===== src/design/sky_cubemap_texel_generator_assert.svh =====
// Assertion macros used by the sky cube-map texel generator top level.
// Needs nothing else; the top level includes it by file name.
`ifndef SKY_CUBEMAP_TEXEL_GENERATOR_ASSERT_SVH
`define SKY_CUBEMAP_TEXEL_GENERATOR_ASSERT_SVH

// The expression holds at every rising clock edge outside reset.
`define SKY_ASSERT_ALWAYS(label, clk, rst_n, expr) \
    label: assert property (@(posedge clk) disable iff (!rst_n) (expr)) \
        else $error("sky cube-map assertion failed");

// The consequent holds in the cycle after the antecedent.
`define SKY_ASSERT_NEXT(label, clk, rst_n, ante, cons) \
    label: assert property (@(posedge clk) disable iff (!rst_n) (ante) |=> (cons)) \
        else $error("sky cube-map assertion failed");

`endif


===== src/design/skycube_sqrt.sv =====
// Pipelined integer square root, one result bit per stage, no multipliers.
// Uses no package; instantiated by the sky cube-map texel generator top level.
module skycube_sqrt #(
    parameter int V_W    = 30,
    parameter int R_W    = 15,
    parameter int SIDE_W = 1
) (
    input  logic              i_clk,
    input  logic              i_rst_n,
    input  logic              i_en,
    input  logic              i_valid,
    input  logic [V_W-1:0]    i_value,
    input  logic [SIDE_W-1:0] i_side,
    output logic              o_valid,
    output logic [R_W-1:0]    o_root,
    output logic [SIDE_W-1:0] o_side
);

    localparam int CW = (V_W > 2 * R_W + 1) ? V_W : 2 * R_W + 1;

    logic [R_W:0]        r_vld;
    logic [V_W-1:0]      r_v    [R_W];
    logic [CW-1:0]       r_sq   [R_W];
    logic [R_W-1:0]      r_root [R_W+1];
    logic [SIDE_W-1:0]   r_side [R_W+1];
    logic [CW-1:0]       n_sq   [R_W];
    logic [R_W-1:0]      n_root [R_W];
    logic [CW-1:0]       w_cand [R_W];

    always_comb begin
        for (int s = 0; s < R_W; s++) begin
            w_cand[s] = r_sq[s] + (CW'(r_root[s]) << (R_W - s))
                      + (CW'(1) << (2 * (R_W - 1 - s)));
            n_sq[s]   = r_sq[s];
            n_root[s] = r_root[s];
            if (w_cand[s] <= CW'(r_v[s])) begin
                n_sq[s] = w_cand[s];
                n_root[s][R_W - 1 - s] = 1'b1;
            end
        end
    end

    always_ff @(posedge i_clk) begin
        if (!i_rst_n) begin
            r_vld <= '0;
        end else if (i_en) begin
            r_vld <= {r_vld[R_W-1:0], i_valid};
        end
    end

    always_ff @(posedge i_clk) begin
        if (i_en) begin
            r_v[0]    <= i_value;
            r_sq[0]   <= '0;
            r_root[0] <= '0;
            r_side[0] <= i_side;
            for (int s = 0; s < R_W; s++) begin
                r_root[s+1] <= n_root[s];
                r_side[s+1] <= r_side[s];
            end
            for (int s = 0; s < R_W - 1; s++) begin
                r_v[s+1]  <= r_v[s];
                r_sq[s+1] <= n_sq[s];
            end
        end
    end

    assign o_valid = r_vld[R_W];
    assign o_root  = r_root[R_W];
    assign o_side  = r_side[R_W];

endmodule


===== config.mk =====
export PLATFORM = sky130hd
export DESIGN_NAME = skycube_sqrt
export DESIGN_NICKNAME = d
export VERILOG_FILES = /design/src/design/sky_cubemap_texel_generator_assert.svh /design/src/design/skycube_sqrt.sv
export SDC_FILE = /design/constraint.sdc
export NUM_CORES = 1
export LEC_CHECK = 0
export BUFFER_PORTS_ARGS = -buffer_cell sky130_fd_sc_hd__buf_2
export CORE_MARGIN = 2
export CORE_UTILIZATION = 23
export DETAILED_ROUTE_END_ITERATION = 16
export GPL_ROUTABILITY_DRIVEN = 0
export GPL_TIMING_DRIVEN = 0
export PLACE_DENSITY = 0.44
export SETUP_SLACK_MARGIN = 0.4
export SKIP_LAST_GASP = 1
export SLEW_MARGIN = 5
export SYNTH_ARGS = -nofsm -noshare
export SYNTH_HDL_FRONTEND = slang
export SYNTH_SLANG_ARGS = --single-unit
export TNS_END_PERCENT = 50

===== constraint.sdc =====
create_clock -name i_clk -period 10.6 [get_ports i_clk]
set_clock_uncertainty 0.05 [all_clocks]
set_input_delay 0 -clock i_clk [delete_from_list [all_inputs] [get_ports i_clk]]
set_output_delay 0 -clock i_clk [all_outputs]
set_load 0.005 [all_outputs]

==> impl_metrics.yaml <==
cts:
  clk_pin_slew_ps: 60
  cts_max_path_buffers: 3
  h-tree-depth: 3
  cts_root_buf: "clkbuf_16"
  ctsResizeCount: 0
  cts_buffers: 92
  clk_latency_ps: 690
  clock_sinks: 797
  cts_tree: "yes"
setup_path:
  cp.arrival_ps: 6150
  reg2reg_from: "r_root[1][65]"
  cp-startpoint: "r_root[1][65]"
  endpoint: "r_sq[1][172]"
  critPathLaunchType: "register"
  rr_worst_depth: 17
  cp.required_ps: 10950
  r2r_slack_ps: 4800
  timing.rr.end: "r_sq[1][172]"
  critPathCaptureType: "register"
  worstPathMaxFanout: 10
  worstSetupPathType: "reg2reg"
layout:
  antenna_cells: 0
  layout.area.seq_um2: 23800
  mostFrequentLayoutCells: "edfxtp_1, ha_1, inv_1"
  fillers: 16900
  drive_gt1_share_pct: 9.36
  final_cell_area_um2: 44700
  area_growth_pct: 17.6
  final_core_util_pct: 27.2
  multiInputGateArea_um2: 13200
  final_common_cell: "edfxtp_1"
  num-nets-final: 3304
floorplanning:
  core_um2: 164000
  die_x_um: 410
  ios: 52
  die_area_um2: 168000
  num_rows: 149
  start_util_pct: 23.1
  die_y_um: 410
synth:
  syn-instance-count: 2760
  syn-num-nets: 3084
  synth-async-reset-ratio_pct: 0
  synth_seq_area_share_pct: 62.6
  synth_area_um2: 38000
  yosysUniqueCellTypes: 81
  yosysTopAreaCell: "edfxtp_1"
  synth.area.top_cells: "edfxtp_1, ha_1, xnor2_1"
  synth-edff-count: 781
  yosysWarnings: 0
  synth_ff_type: "edfxtp_1"
  synth-seq-cells: 797
  syn_area_per_cell_um2: 13.8
  synth_top_cell_area_share_pct: 61.7
global_route:
  grt_pass1_vias: 22600
  grt_pass1_wl_um: 122000
  grt_max_degree: 122
  grt.overflow.total: 0
  antenna_found_initial: 0
  grtUsageTotal_pct: 9.13
min_path:
  hold_start: "i_rst_n"
  min_path_type: "in2reg"
sta:
  maxSlewHeadroom_pct: 11.5
  finalMaxSlewViolations: 0
  setup_tns_ps: 0
  hold_viol: 0
  worstMarginPinSlew_ps: 1310
  finalSetupViolations: 0
  min_period_over_period_pct: 54.7
  period_minus_slack_ps: 5800
  rsz0062_at_grt: "false"
  timing.fmax_mhz: 172
route:
  num_vias: 21300
  routed_wirelength_um: 76900
  drt_iter0_markers: 814
  avgRoutedWirePerCell_um: 14.7
  ant_nets: 0
  drtPass1Iterations: 6
  vias_per_cell: 4.07
  drc: 0
flow_run:
  cap_violations: 0
placement:
  placedInstanceArea_um2: 41200
  dp_hpwl_um: 56900
  portBuffers: 51
pwr:
  irDropWorstVdd_mv: 0.127
  power_density_nw_per_um2: 202
  totalPowerFinal_mw: 9.02
  p_leak_nw: 16.9
run_status:
  outcome: "finished, final reports clean"
[state kept, by name, indices dropped and copies added (netlist names)]
name	count
r_side	16
r_vld	16
r_root	107
r_v	450
r_sq	208
[metal layers]
metal  up-vias  track usage (%)  share of wire, %
met2       268             16.5                50
met3       166             1.76               2.9
met5         -                0                 0
li1      10900                -                 -
met4         0             4.63               5.1
met1      9994             10.2                42
[repair_timing]
item,4_1_cts,5_1_grt
setup buffers,0,0
hold endpoints to repair,141,0
hold buffers,68,0
[critical path: stages (launching register included)]
cell and delay (ps):
edfxtp_1 430, ha_1 360, a31oi_1 150, o21ai_0 390
nand3_1 210, a311oi_1 480, nor2_1 250, nor2_1 180
xor2_1 190, ha_1 270, and3_1 180, a22o_1 220
o21ai_0 400, o2111ai_1 190, and2_0 240, nor2_1 570
buf_2 370, mux2_2 380
[synthesized netlist by cell type (34+ instances only)]
master,n
a21o_1,62
a21oi_1,100
and2_1,35
edfxtp_1,781
ha_1,289
inv_1,242
mux2_2,59
nand2_1,89
nand3_1,90
nand4_1,64
nor2_1,111
nor2b_1,34
nor3_1,57
nor4_1,46
o21ai_0,57
xnor2_1,140
xor2_1,126
[per-stage QoR]
stage | hold WS (ps) | worst slack (ps) | instances
finish | 93.5 | 4800 | 5235
global route | 68.6 | 4350 | 5235
CTS | 30.6 | 4660 | 5235
detailed placement | 128 | 4710 | 5007
global placement | 126 | -3280 | 5000
floorplan | 48.9 | 6310 | 2760
[layout make-up]
class                      instances  area share [%]
multi-input combinational       1697            29.5
timing repair buffer             126            2.55
buffer                            23           0.224
inverter                         243            2.04
clock inverter                    48           0.960
clock buffer                     112            5.37
tap                             2189            6.13
sequential                       797            53.2
[how the worst min path moves through the flow]
| stage | end | slack, ps | cells past startpoint |
|---|---|---|---|
| after detailed placement | r_v[0][27] | 130 | 1 |
| after floorplan | r_side[0][0] | 50 | 0 |
| final | r_vld[8] | 90 | 3 |
| after global routing | r_vld[8] | 70 | 3 |
| after global placement | r_v[0][13] | 130 | 1 |
| after CTS | r_vld[8] | 30 | 3 |
[where the power goes]
part           leakage, nW  internal (mW)  total (mW)  switching (mW)
clock network         1.38           1.71        2.98            1.27
logic                 7.71          0.873        1.97            1.10
registers             7.79           3.85        4.07           0.218
total                 16.9           6.43        9.02            2.59
[cells by family (layout without fill, tap and decap cells)]
logic type / Yosys count / in the layout / share of synthesized area [%]
buf+inv: 266 / 552 / 2.66
mux: 85 / 85 / 2.54
simple gates: 666 / 666 / 9.65
xor+xnor: 266 / 266 / 6.13
fa+ha+maj: 289 / 289 / 9.52
other cells: 1 / 1 / 0.00987
flops: 797 / 797 / 62.6
compound gates: 390 / 390 / 6.91
Power figures use the tool's default switching activity.
