--- src/design/sky_cubemap_texel_generator_assert.svh ---
// Assertion macros used by the sky cube-map texel generator top level.
// Needs nothing else; the top level includes it by file name.
`ifndef SKY_CUBEMAP_TEXEL_GENERATOR_ASSERT_SVH
`define SKY_CUBEMAP_TEXEL_GENERATOR_ASSERT_SVH

// The expression holds at every rising clock edge outside reset.
`define SKY_ASSERT_ALWAYS(label, clk, rst_n, expr) \
    label: assert property (@(posedge clk) disable iff (!rst_n) (expr)) \
        else $error("sky cube-map assertion failed");

// The consequent holds in the cycle after the antecedent.
`define SKY_ASSERT_NEXT(label, clk, rst_n, ante, cons) \
    label: assert property (@(posedge clk) disable iff (!rst_n) (ante) |=> (cons)) \
        else $error("sky cube-map assertion failed");

`endif

--- src/design/skycube_div.sv ---
// Pipelined restoring divider, one quotient bit per stage, truncating sign.
// Uses no package; instantiated by the sky cube-map texel generator top level.
module skycube_div #(
    parameter int NUM_W  = 25,
    parameter int DEN_W  = 11,
    parameter int Q_W    = 15,
    parameter int SIDE_W = 1
) (
    input  logic                i_clk,
    input  logic                i_rst_n,
    input  logic                i_en,
    input  logic                i_valid,
    input  logic                i_neg,
    input  logic [NUM_W-1:0]    i_num,
    input  logic [DEN_W-1:0]    i_den,
    input  logic [SIDE_W-1:0]   i_side,
    output logic                o_valid,
    output logic signed [Q_W:0] o_quo,
    output logic [SIDE_W-1:0]   o_side
);

    localparam int W = (NUM_W > DEN_W + Q_W) ? NUM_W : DEN_W + Q_W;

    logic [Q_W:0]        r_vld;
    logic [NUM_W-1:0]    r_rem  [Q_W];
    logic [DEN_W-1:0]    r_den  [Q_W];
    logic [Q_W-1:0]      r_quo  [Q_W+1];
    logic                r_neg  [Q_W+1];
    logic [SIDE_W-1:0]   r_side [Q_W+1];
    logic [NUM_W-1:0]    n_rem  [Q_W];
    logic [Q_W-1:0]      n_quo  [Q_W];
    logic signed [Q_W:0] w_mag;

    always_comb begin
        for (int s = 0; s < Q_W; s++) begin
            n_rem[s] = r_rem[s];
            n_quo[s] = r_quo[s];
            if (W'(r_rem[s]) >= (W'(r_den[s]) << (Q_W - 1 - s))) begin
                n_rem[s] = NUM_W'(W'(r_rem[s]) - (W'(r_den[s]) << (Q_W - 1 - s)));
                n_quo[s][Q_W - 1 - s] = 1'b1;
            end
        end
    end

    always_ff @(posedge i_clk) begin
        if (!i_rst_n) begin
            r_vld <= '0;
        end else if (i_en) begin
            r_vld <= {r_vld[Q_W-1:0], i_valid};
        end
    end

    always_ff @(posedge i_clk) begin
        if (i_en) begin
            r_rem[0]  <= i_num;
            r_den[0]  <= i_den;
            r_quo[0]  <= '0;
            r_neg[0]  <= i_neg;
            r_side[0] <= i_side;
            for (int s = 0; s < Q_W; s++) begin
                r_quo[s+1]  <= n_quo[s];
                r_neg[s+1]  <= r_neg[s];
                r_side[s+1] <= r_side[s];
            end
            for (int s = 0; s < Q_W - 1; s++) begin
                r_rem[s+1] <= n_rem[s];
                r_den[s+1] <= r_den[s];
            end
        end
    end

    assign w_mag   = {1'b0, r_quo[Q_W]};
    assign o_quo   = r_neg[Q_W] ? -w_mag : w_mag;
    assign o_valid = r_vld[Q_W];
    assign o_side  = r_side[Q_W];

endmodule

--- config.mk ---
export PLATFORM = sky130hd
export DESIGN_NAME = skycube_div
export DESIGN_NICKNAME = d
export VERILOG_FILES = /design/src/design/sky_cubemap_texel_generator_assert.svh /design/src/design/skycube_div.sv
export SDC_FILE = /design/constraint.sdc
export NUM_CORES = 1
export LEC_CHECK = 0
export ABC_CLOCK_PERIOD_IN_PS = 3150
export BUFFER_PORTS_ARGS = -buffer_cell sky130_fd_sc_hd__buf_2
export CAP_MARGIN = 20
export CORE_UTILIZATION = 46
export CTS_CLUSTER_DIAMETER = 40
export DETAILED_ROUTE_END_ITERATION = 8
export PLACE_DENSITY = 0.68
export SYNTH_ARGS = -nofsm -noshare
export SYNTH_HDL_FRONTEND = slang
export SYNTH_SLANG_ARGS = --single-unit
--- constraint.sdc ---
create_clock -name i_clk -period 3.15 [get_ports i_clk]
set_input_delay 0.1575 -clock i_clk [delete_from_list [all_inputs] [get_ports i_clk]]
set_output_delay 0.1575 -clock i_clk [all_outputs]
set_load 0.03 [all_outputs]
==> results_dict.tcl <==
set metrics [dict create \
    ys_seq_area_share_pct 63.77 \
    intPower_mw 23.09 \
    crit_path_max_incr_delay_ps 540 \
    fmax_ghz 0.3272 \
    p_per_area_nw_per_um2 845.8 \
    synth_edf_count 692 \
    drt_wl_total_um 65040 \
    met1_usage_pct 21.75 \
    min_period_over_period_pct 97.01 \
    p_seq_share_pct 41.4 \
    layoutNonFillerInstCount 3761 \
    dp_slack_ps 49.28 \
    gr-usage-met2_pct 30.54 \
    p_sw_mw 9.826 \
    ir_drop_mv 0.5283 \
    cp-end-kind "primary output" \
    yosys.area.top_type "edfxtp_1" \
    pin_count 60 \
    cp_max_fo 3 \
    fin_crit_ps 3056 \
    ys_seq_elements 708 \
    drt_iter0_markers 1444 \
    cp.arrival_ps 2900 \
    clock-sinks 708 \
    antenna_cells 0 \
    combPwrFrac_pct 23.2 \
    cts_tree "built" \
    path_clk_slew_ps 60 \
    syn_nets 2750 \
    fp.coreArea_um2 70640 \
    netlist.area_leader.share_pct 62.80 \
    grtUsageTotal_pct 17.67 \
    crit_type "flip-flop to primary output" \
    critical_path.startpoint "r_quo[1][110]" \
    viasPerCell 5.422 \
    hold_viol 0 \
    yosysUniqueCellTypes 76 \
    synthTopCellsByArea "edfxtp_1, ha_1, xor2_1, inv_1, o21ai_0" \
    row_count 97 \
    fill_cells 5638 \
    relSlewSlack_pct 50.71 \
    drt_pre_antenna_iters 5 \
    cts_buffer_depth 3 \
    netlist_instances 2528 \
    hold_class "primary input to flip-flop" \
    yosys_warnings 0 \
    setup_viol 0 \
    worst_clock_skew_ps 34.68 \
    regToRegStartpoint "r_rem[0][187]" \
    antenna_left 0 \
    power_mw 32.92 \
    status "completed" \
    root_buffer "clkbuf_16" \
    synth-main-ff-cell "edfxtp_1" \
    hpwlAfterDp_um 46720 \
    fin_nets 2959 \
    area_growth_syn_to_layout_pct 17.63 \
    portBuffers 59 \
    hp-start "i_neg" \
    switching_share_pct 29.85 \
    finalWeightedCongestion 0.8824 \
    num_vias 20391 \
    postSynthAreaPerCell_um2 13.09 \
    numCtsBuffers 99 \
    drv_cap 0 \
    gr-total-overflow 0 \
    place_inst 3532 \
    drive_gt1_share_pct 12.34 \
    dieArea_um2 73010 \
    slew_violations 0 \
    grt_pass1_vias 20332 \
    synthArstFlopShare_pct 0 \
    insertion_delay_ps 640 \
    initial_core_util_pct 46.84 \
    grtUsageMet3_pct 2.961 \
    netlist_area_um2 33090 \
    layout_setup_ws_ps 94.03 \
    drc 0 \
    pwr-share-clk_pct 35.4 \
    grt.busiest_layer "met2" \
    fp.dieW_um 270.2 \
    start_kind "flip-flop" \
    synthMostInstantiatedCell "edfxtp_1" \
    cp_slowest_cell "or4_1" \
    grt_max_degree 97 \
    path_cells "or4_1, or2_2, or3_4, o31ai_2, xnor2_1, buf_4" \
    grt_pass1_wl_um 103600 \
    synth_common_cells "edfxtp_1, inv_1, nand2_1" \
    worst_pin_slew_ps 732.6 \
    post_drt_wl_per_cell_um 17.29 \
    antenna_found_initial 0 \
    die_h_um 270.2 \
    worst_ep_required_time_ps 2990 \
    leakagePower_nw 14.74 \
    htreeDepth 3 \
]
==> routing by layer <==
metal	vias to the layer above	share of wire, %
li1	9883	-
met1	9799	42
met2	538	49
met3	171	4.3
met4	0	3.9
met5	-	0
==> cell families (layout without fill, tap and decap cells) <==
family / Yosys count / count (layout) / synth area share, %
flip-flops: 708 / 708 / 63.77
AND/OR/NAND/NOR: 669 / 669 / 10.44
AO/OA/AOI/OAI: 472 / 472 / 8.973
buffers and inverters: 255 / 548 / 2.912
XOR/XNOR: 191 / 191 / 5.056
adder cells (fa/ha/maj): 180 / 180 / 7.124
multiplexers: 53 / 53 / 1.721
==> worst max-delay path: cells and delay by family, from the launching register on <==
kind	cells	cell delay, ps
AOI/OAI and AO/OA	1	210
xor gates and xnor gates	1	150
buffers and inverters	1	180
DFF	1	450
and+or+nand+nor	3	1270
==> final timing paths <==
check / to / slack, ps / depth (start not counted)
max: o_quo[13] / 90 / 6
min: r_neg[0][0] / 210 / 2
max reg2reg: r_rem[1][20] / 170 / 9
min reg2reg: r_quo[1][38] / 410 / 0
==> registers in the layout, summed over array words and instances, names as in the netlist <==
register	flops
r_quo	120
r_rem	375
r_neg	16
r_side	16
r_den	165
r_vld	16
==> power by group through the flow <==
stage | registers, mW | clock network (mW) | logic (mW)
floorplan | 13.3 | 0 | 5.68
global placement | 13.8 | 0 | 7.19
detailed placement | 13.8 | 0 | 7.44
CTS | 13.6 | 11.9 | 7.54
global route | 13.8 | 12.3 | 8.50
finish | 13.6 | 11.7 | 7.62
==> area by class of cell <==
type	count	area (um^2)	area share, %
clock inverters	79	1044	2.681
flip-flops and latches	708	21100	54.21
inverters	217	817.0	2.099
well taps	940	1176	3.022
repair buffers	146	1141	2.932
clock buffers	106	2525	6.487
multi-input cells	1565	11120	28.57
==> stage by stage <==
step	cell area [um^2]	setup TNS, ps	hold WS [ps]	utilization, %
floorplan	33090	0	256.4	-
global placement	34830	0	333.9	49.31
detailed placement	34830	0	335.6	49.31
CTS	38830	0	169.1	54.97
global route	38920	-41.04	182.9	55.10
finish	38920	0	205.9	55.10
==> placed cells by master, fill, tap and decap left out, types with 9 or more instances in the layout <==
cell and count:
edfxtp_1 692, inv_1 215, nand2_1 185, ha_1 165, o21ai_0 146, nor2_1 128
a21oi_1 126, xor2_1 107, clkbuf_16 100, xnor2_1 84, buf_2 57, nor3_1 51
a21o_1 46, nand2b_1 42, dlygate4sd3_1 42, nand3_1 41, buf_4 40, nor4_1 38
nor2b_1 36, mux2_2 31, or3_1 28, nand4_1 24, o21a_1 24, mux2i_1 22
inv_6 19, a211oi_1 18, o31ai_1 16, bufinv_16 16, dfxtp_1 16, or4_1 15
fa_1 14, nor4b_1 13, a31oi_1 13, clkinv_4 11, o21bai_1 10, or2_2 9
nand4b_1 9
==> timing repair <==
| item | CTS | global route |
|---|---|---|
| pin swaps | 0 | 3 |
| buffers inserted | 0 | 2 |
| gates resized for setup | 2 | 15 |
| endpoints found under the setup margin | 1 | 48 |
| hold buffers | 42 | 0 |
| endpoints found under the hold margin | 69 | 0 |
No activity file was read; power rests on OpenSTA's default activity.
